**src/hw/rtl/lsh_pkg.sv**
```systemverilog
// Shared types, codes and constants for the link setup handshake.
package lsh_pkg;

	localparam int unsigned TICK_W     = 16;
	localparam int unsigned RETRY_W    = 4;
	localparam int unsigned BYTE_W     = 8;
	localparam int unsigned CFG_IDX_W  = 1;
	localparam int unsigned CFG_DATA_W = 16;
	localparam int unsigned FRAME_LEN  = 5;
	localparam int unsigned FIDX_W     = $clog2(FRAME_LEN);

	localparam logic [TICK_W-1:0]  TIMEOUT_TICKS_RST = 16'd3;
	localparam logic [RETRY_W-1:0] MAX_TIMEOUTS_RST  = 4'd3;
	localparam logic [RETRY_W-1:0] RETRY_SAT         = 4'd15;

	localparam logic [BYTE_W-1:0] FLAG_BYTE = 8'h5c;
	localparam logic [BYTE_W-1:0] ADDR_TX   = 8'h01;
	localparam logic [BYTE_W-1:0] ADDR_RX   = 8'h03;
	localparam logic [BYTE_W-1:0] CTRL_SET  = 8'h03;
	localparam logic [BYTE_W-1:0] CTRL_UA   = 8'h07;

	localparam logic [1:0] ACT_START = 2'd0;
	localparam logic [1:0] ACT_RX    = 2'd1;
	localparam logic [1:0] ACT_TICK  = 2'd2;

	localparam logic [1:0] KIND_TX   = 2'd0;
	localparam logic [1:0] KIND_UP   = 2'd1;
	localparam logic [1:0] KIND_FAIL = 2'd2;

	localparam logic [CFG_IDX_W-1:0] REG_TIMEOUT_TICKS = 1'd0;
	localparam logic [CFG_IDX_W-1:0] REG_MAX_TIMEOUTS  = 1'd1;

	typedef enum logic [1:0] {
		PH_IDLE = 2'd0,
		PH_WAIT = 2'd1,
		PH_UP   = 2'd2,
		PH_FAIL = 2'd3
	} phase_t;

	typedef enum logic [2:0] {
		FS_FLAG = 3'd0,
		FS_ADDR = 3'd1,
		FS_CTRL = 3'd2,
		FS_BCC  = 3'd3,
		FS_END  = 3'd4
	} frame_state_t;

	typedef enum logic [1:0] {
		BURST_NONE = 2'd0,
		BURST_SET  = 2'd1,
		BURST_UP   = 2'd2,
		BURST_FAIL = 2'd3
	} burst_t;

	typedef struct packed {
		logic   valid;
		burst_t kind;
	} burst_req_t;

	typedef struct packed {
		logic [1:0]        action;
		logic [BYTE_W-1:0] rx_byte;
	} in_item_t;

	typedef struct packed {
		logic [1:0]        kind;
		logic [BYTE_W-1:0] tx_byte;
		logic              last;
	} out_item_t;

	function automatic logic [BYTE_W-1:0] set_byte(input logic [FIDX_W-1:0] idx);
		logic [BYTE_W-1:0] b;
		case (idx)
			3'd0:    b = FLAG_BYTE;
			3'd1:    b = ADDR_TX;
			3'd2:    b = CTRL_SET;
			3'd3:    b = ADDR_TX ^ CTRL_SET;
			default: b = FLAG_BYTE;
		endcase
		return b;
	endfunction

endpackage

```
**src/hw/rtl/link_setup_handshake.sv**
```systemverilog
// Top level of the link setup handshake: input register, config registers, control, results.
// An accepted item waits in the input register; its results are then registered in the result register.
// Throughput: one item per cycle; an item that causes results waits in the input register
// until the final result of the previous burst is taken.
// Reset: phase idle, recognizer at start flag, counters zero, timeout_ticks 3,
// max_timeouts 3, no result pending.
module link_setup_handshake import lsh_pkg::*; (
	input  logic                  clk,
	input  logic                  arst_n,
	input  logic                  in_valid,
	output logic                  in_ready,
	input  in_item_t              in_data,
	output logic                  out_valid,
	input  logic                  out_ready,
	output out_item_t             out_data,
	input  logic                  cfg_valid,
	output logic                  cfg_ready,
	input  logic [CFG_IDX_W-1:0]  cfg_index,
	input  logic [CFG_DATA_W-1:0] cfg_data
);

	logic               valid_s1;
	in_item_t           item_s1;
	logic [TICK_W-1:0]  timeout_ticks_q;
	logic [RETRY_W-1:0] max_timeouts_q;
	logic               fire;
	logic               out_free;
	burst_req_t         req;

	assign cfg_ready = 1'b1;
	assign in_ready  = !valid_s1 || fire;

	always_ff @(posedge clk or negedge arst_n) begin
		if (!arst_n) begin
			timeout_ticks_q <= TIMEOUT_TICKS_RST;
			max_timeouts_q  <= MAX_TIMEOUTS_RST;
		end else if (cfg_valid) begin
			unique case (cfg_index)
				REG_TIMEOUT_TICKS: timeout_ticks_q <= cfg_data[TICK_W-1:0];
				REG_MAX_TIMEOUTS:  max_timeouts_q  <= cfg_data[RETRY_W-1:0];
				default:           ;
			endcase
		end
	end

	always_ff @(posedge clk or negedge arst_n) begin
		if (!arst_n) begin
			valid_s1 <= 1'b0;
		end else if (in_ready) begin
			valid_s1 <= in_valid;
		end
	end

	always_ff @(posedge clk) begin
		if (in_ready && in_valid) begin
			item_s1 <= in_data;
		end
	end

	lsh_ctrl u_ctrl (
		.clk           (clk),
		.arst_n        (arst_n),
		.valid_s1      (valid_s1),
		.item_s1       (item_s1),
		.timeout_ticks (timeout_ticks_q),
		.max_timeouts  (max_timeouts_q),
		.out_free      (out_free),
		.fire          (fire),
		.req           (req)
	);

	lsh_out u_out (
		.clk       (clk),
		.arst_n    (arst_n),
		.req       (req),
		.out_free  (out_free),
		.out_valid (out_valid),
		.out_ready (out_ready),
		.out_data  (out_data)
	);

endmodule

```
**src/hw/rtl/lsh_ctrl.sv**
```systemverilog
// Handshake state, UA recognizer, timer and retry logic for one registered item.
module lsh_ctrl import lsh_pkg::*; (
	input  logic                clk,
	input  logic                arst_n,
	input  logic                valid_s1,
	input  in_item_t            item_s1,
	input  logic [TICK_W-1:0]   timeout_ticks,
	input  logic [RETRY_W-1:0]  max_timeouts,
	input  logic                out_free,
	output logic                fire,
	output burst_req_t          req
);

	phase_t              phase_q, phase_d;
	frame_state_t        fs_q, fs_d;
	logic [TICK_W-1:0]   tick_q, tick_d;
	logic [RETRY_W-1:0]  retry_q, retry_d;
	logic [TICK_W:0]     tick_next;
	logic [RETRY_W-1:0]  retry_inc;
	logic                ua_done;
	burst_t              burst;
	logic                frame_upd;
	frame_state_t        fs_sel;

	always_ff @(posedge clk or negedge arst_n) begin
		if (!arst_n) begin
			phase_q <= PH_IDLE;
			fs_q    <= FS_FLAG;
			tick_q  <= '0;
			retry_q <= '0;
		end else if (fire) begin
			phase_q <= phase_d;
			fs_q    <= fs_sel;
			tick_q  <= tick_d;
			retry_q <= retry_d;
		end
	end

	always_comb begin
		ua_done = 1'b0;
		unique case (fs_q)
			FS_FLAG: begin
				fs_d = (item_s1.rx_byte == FLAG_BYTE) ? FS_ADDR : FS_FLAG;
			end
			FS_ADDR: begin
				if (item_s1.rx_byte == ADDR_RX)        fs_d = FS_CTRL;
				else if (item_s1.rx_byte == FLAG_BYTE) fs_d = FS_ADDR;
				else                                   fs_d = FS_FLAG;
			end
			FS_CTRL: begin
				if (item_s1.rx_byte == CTRL_UA)        fs_d = FS_BCC;
				else if (item_s1.rx_byte == FLAG_BYTE) fs_d = FS_ADDR;
				else                                   fs_d = FS_FLAG;
			end
			FS_BCC: begin
				if (item_s1.rx_byte == (ADDR_RX ^ CTRL_UA)) fs_d = FS_END;
				else if (item_s1.rx_byte == FLAG_BYTE)      fs_d = FS_ADDR;
				else                                        fs_d = FS_FLAG;
			end
			FS_END: begin
				fs_d    = FS_FLAG;
				ua_done = (item_s1.rx_byte == FLAG_BYTE);
			end
			default: begin
				fs_d = FS_FLAG;
			end
		endcase
	end

	assign tick_next = {1'b0, tick_q} + {{TICK_W{1'b0}}, 1'b1};
	assign retry_inc = (retry_q < RETRY_SAT) ? retry_q + RETRY_W'(1) : retry_q;

	always_comb begin
		phase_d = phase_q;
		tick_d  = tick_q;
		retry_d = retry_q;
		burst   = BURST_NONE;
		if (item_s1.action == ACT_START) begin
			phase_d = PH_WAIT;
			retry_d = '0;
			tick_d  = '0;
			burst   = BURST_SET;
		end else if (phase_q == PH_WAIT && item_s1.action == ACT_RX) begin
			if (ua_done) begin
				phase_d = PH_UP;
				tick_d  = '0;
				retry_d = '0;
				burst   = BURST_UP;
			end
		end else if (phase_q == PH_WAIT && item_s1.action == ACT_TICK) begin
			if (tick_next < {1'b0, timeout_ticks}) begin
				tick_d = tick_next[TICK_W-1:0];
			end else begin
				tick_d  = '0;
				retry_d = retry_inc;
				if (retry_inc >= max_timeouts) begin
					phase_d = PH_FAIL;
					burst   = BURST_FAIL;
				end else begin
					burst = BURST_SET;
				end
			end
		end
	end

	// frame_state moves only on a received byte while waiting; a SET burst resets it
	assign frame_upd = (phase_q == PH_WAIT) && (item_s1.action == ACT_RX);

	always_comb begin
		if (burst == BURST_SET) fs_sel = FS_FLAG;
		else if (frame_upd)     fs_sel = fs_d;
		else                    fs_sel = fs_q;
	end

	assign fire      = valid_s1 && (burst == BURST_NONE || out_free);
	assign req.valid = fire && (burst != BURST_NONE);
	assign req.kind  = burst;

endmodule

```
**src/hw/rtl/lsh_out.sv**
```systemverilog
// Result register that plays out one burst of result items.
module lsh_out import lsh_pkg::*; (
	input  logic       clk,
	input  logic       arst_n,
	input  burst_req_t req,
	output logic       out_free,
	output logic       out_valid,
	input  logic       out_ready,
	output out_item_t  out_data
);

	logic              valid_q;
	burst_t            kind_q;
	logic [FIDX_W-1:0] idx_q;
	logic              last_item;

	assign last_item = (kind_q != BURST_SET) || (idx_q == FIDX_W'(FRAME_LEN - 1));
	assign out_free  = !valid_q || (out_ready && last_item);

	always_ff @(posedge clk or negedge arst_n) begin
		if (!arst_n) begin
			valid_q <= 1'b0;
			kind_q  <= BURST_NONE;
			idx_q   <= '0;
		end else if (req.valid) begin
			valid_q <= 1'b1;
			kind_q  <= req.kind;
			idx_q   <= '0;
		end else if (valid_q && out_ready) begin
			if (last_item) begin
				valid_q <= 1'b0;
			end else begin
				idx_q <= idx_q + FIDX_W'(1);
			end
		end
	end

	always_comb begin
		out_data.last = last_item;
		case (kind_q)
			BURST_SET: begin
				out_data.kind    = KIND_TX;
				out_data.tx_byte = set_byte(idx_q);
			end
			BURST_UP: begin
				out_data.kind    = KIND_UP;
				out_data.tx_byte = '0;
			end
			default: begin
				out_data.kind    = KIND_FAIL;
				out_data.tx_byte = '0;
			end
		endcase
	end

	assign out_valid = valid_q;

endmodule
```
**config.mk**
```make
export PLATFORM = sky130hd
export DESIGN_NAME = link_setup_handshake
export DESIGN_NICKNAME = d
export VERILOG_FILES = /design/src/hw/rtl/lsh_pkg.sv /design/src/hw/rtl/link_setup_handshake.sv /design/src/hw/rtl/lsh_ctrl.sv /design/src/hw/rtl/lsh_out.sv
export SDC_FILE = /design/constraint.sdc
export NUM_CORES = 1
export LEC_CHECK = 0
export BUFFER_PORTS_ARGS = -buffer_cell sky130_fd_sc_hd__buf_4
export CAP_MARGIN = 30
export CORE_AREA = 2 2 100 102
export CTS_CLUSTER_DIAMETER = 120
export DETAILED_ROUTE_END_ITERATION = 16
export DIE_AREA = 0 0 102 104
export PLACE_DENSITY = 0.64
export SETUP_SLACK_MARGIN = 0.3
export SYNTH_ARGS = -nofsm -noshare
export SYNTH_HDL_FRONTEND = slang
export SYNTH_HIERARCHICAL = 1
export SYNTH_SLANG_ARGS = --single-unit
export TNS_END_PERCENT = 5
```
**constraint.sdc**
```tcl
create_clock -name clk -period 11.65 [get_ports clk]
set_clock_uncertainty 0.2 [all_clocks]
set_input_delay 2.33 -clock clk [delete_from_list [all_inputs] [get_ports clk]]
set_output_delay 2.33 -clock clk [all_outputs]
set_load 0.02 [all_outputs]
```
==> results.json <==
{
  "outcome": "finished, final reports clean",
  "hold_path_class": "flop to flop",
  "cp.required_ns": 9.12,
  "crit_fanout": 8,
  "finalCriticalPeriod_ns": 6.449,
  "diodes": 0,
  "dieArea_um2": 10610,
  "placed_cells": 528,
  "finalSetupTns_ns": 0,
  "cp-end-kind": "primary output",
  "clk_path_buf_depth": 2,
  "antenna_found_initial": 0,
  "grt_start_max_net_pins": 53,
  "cts_sinks": 62,
  "std_cell_rows": 36,
  "dp_hpwl_um": 5171,
  "synth_warnings": 6,
  "final-hold-violation-count": 0,
  "coreArea_um2": 9549,
  "report.final.slew_viol_count": 0,
  "syn_to_final_growth_pct": 15.28,
  "ir_drop_v": 0.00007946,
  "cts_hold_buf": 0,
  "clk_latency_ns": 0.35,
  "p_per_area_nw_per_um2": 161.8,
  "drive_above_1_share_pct": 24.09,
  "postCtsSetupBuffers": 0,
  "grt_pass1_vias": 2663,
  "grt-ovfl-total": 0,
  "final_cell_mix": "dfrtp_1, buf_4, inv_1, nand2_1, ha_1",
  "final_common_cell": "dfrtp_1",
  "die_w_um": 102,
  "slew-limit-headroom_pct": 41.21,
  "synth_cell_type_count": 59,
  "rsz0062_at_grt": "no",
  "cp-start-kind": "flop",
  "ctsResizeCount": 0,
  "power.total_mw": 0.6963,
  "startpoint": "u_ctrl/tick_q[0]",
  "drt-initial-drc-count": 137,
  "fin_crit_sh_pct": 55.36,
  "crit_type": "flop to primary output",
  "worstPathArrival_ns": 3.92,
  "wl_um": 7097,
  "layout.nets": 466,
  "finalSetupViolCount": 0,
  "reg2reg_from": "u_ctrl/tick_q[0]",
  "synth_edf_count": 10,
  "max_cap_viol_count": 0,
  "start_util_pct": 39.10,
  "first_pass_iters": 4,
  "min-delay-start": "max_timeouts_q[2]",
  "n_fill_cell": 932,
  "synth_ff_type": "dfrtp_1",
  "gp_congestion": 0.8630,
  "postRouteAntennaNets": 0,
  "multi_input_area_um2": 1876,
  "register_area_um2": 1607,
  "num_vias": 2714,
  "drc": 0,
  "synth_seq_cells": 62,
  "num_io_pins": 46,
  "cts_made_buffers": 9,
  "avgRoutedWirePerCell_um": 13.05,
  "die_y_um": 104,
  "final_cell_count_no_fill": 544,
  "p_leak_nw": 2.072,
  "htreeDepth": 3,
  "root_buffer": "clkbuf_8",
  "synth-async-reset-ratio_pct": 83.87,
  "clk_pin_slew_ns": 0.06,
  "max_freq_mhz": 155.1,
  "grt_pass1_wl_um": 12080,
  "cts_tree": "done",
  "vias_per_cell": 4.989,
  "fin_hold_ws_ns": 0.3108,
  "syn_inst": 366,
  "syn_avg_cell_area_um2": 10.20,
  "io_buffers": 42,
  "synth_seq_area_share_pct": 43.03,
  "tightestPinTransition_ns": 0.8819,
  "synthesis.area_um2": 3734,
  "grt_use_total_pct": 14.22
}
-- per-stage QoR --
stage | utilization [%] | cell area (µm²) | setup slack [ns]
floorplan | - | 3737 | 5.977
global placement | 42.92 | 4099 | 5.621
detailed placement | 42.92 | 4099 | 5.570
CTS | 45.07 | 4304 | 5.205
global route | 45.07 | 4304 | 4.822
finish | 45.07 | 4304 | 5.201
-- layer usage --
metal | GRT usage (%) | vias up | part of all wire [%]
met4 | 4.571 | 0 | 1.0
met5 | 0 | - | 0
met2 | 22.65 | 50 | 48
met1 | 18.32 | 1309 | 47
met3 | 4.435 | 10 | 4.2
li1 | - | 1345 | -
-- critical path, stage by stage, from the launching register on --
cell and delay (ns):
dfrtp_1 0.42, ha_1 0.20, and3_1 0.22, nand3_1 0.19, nor2_1 0.19, and3_1 0.18
xor2_1 0.19, ha_1 0.27, a21o_1 0.16, a21oi_1 0.15, o21ai_0 0.11, a311o_2 0.42
a21oi_2 0.32, o21ai_1 0.15, inv_2 0.09, nand2b_1 0.16, buf_4 0.16
-- registers in the layout, summed over array words and instances (netlist names) --
name / cells
item_s1: 10
max_timeouts_q: 4
timeout_ticks_q: 16
u_ctrl/fs_q: 3
u_ctrl/phase_q: 2
u_ctrl/retry_q: 4
u_ctrl/tick_q: 16
u_out/idx_q: 3
u_out/kind_q: 2
u_out/out_valid: 1
valid_s1: 1
-- cell type report --
type	instances	share of cell area, %
flip-flops and latches	62	37.33
clock buffers	11	3.052
clock inverters	5	1.715
repair buffers	42	7.326
multi-input cells	255	43.58
inverters	36	3.140
well taps	133	3.866
-- cell families after synthesis --
kind of cell,Yosys count,synth area share (%)
AO/OA/AOI/OAI,66,11.86
XOR/XNOR,10,2.346
adder cells (fa/ha/maj),28,9.383
buffers and inverters,50,6.836
flip-flops,62,43.03
multiplexers,25,8.579
other,2,0.2011
AND/OR/NAND/NOR,123,17.76
-- path summary, 6_finish.rpt --
| check | to | slack (ns) | depth (start not counted) |
|---|---|---|---|
| min in group asynchronous | timeout_ticks_q[3] | 1.81 | 1 |
| setup / recovery | in_ready | 5.20 | 16 |
| setup reg to reg | item_s1[4] | 7.31 | 16 |
| hold reg to reg | max_timeouts_q[2] | 0.31 | 1 |
| hold / removal | max_timeouts_q[2] | 0.31 | 1 |
| max in group asynchronous | timeout_ticks_q[13] | 8.99 | 1 |
-- Yosys cell counts, types with 7 or more instances --
cell	n	area, µm²
o21ai_0	15	75.07
a21oi_1	10	50.05
nand3_1	23	115.1
nand2_1	28	105.1
nand2b_1	16	100.1
nor2_1	18	67.56
xnor2_1	7	61.31
buf_4	7	52.55
ha_1	28	350.3
edfxtp_1	10	300.3
inv_1	34	127.6
mux2_4	11	165.2
dfrtp_1	48	1201
mux2_2	11	123.9
a21o_1	7	52.55
-- power by group --
group / internal, mW / switching, mW / leakage, nW
combinational: 0.0944 / 0.115 / 1.21
clock: 0.119 / 0.0838 / 0.105
sequential: 0.255 / 0.0285 / 0.754
No activity file was read; power rests on OpenSTA's default activity.
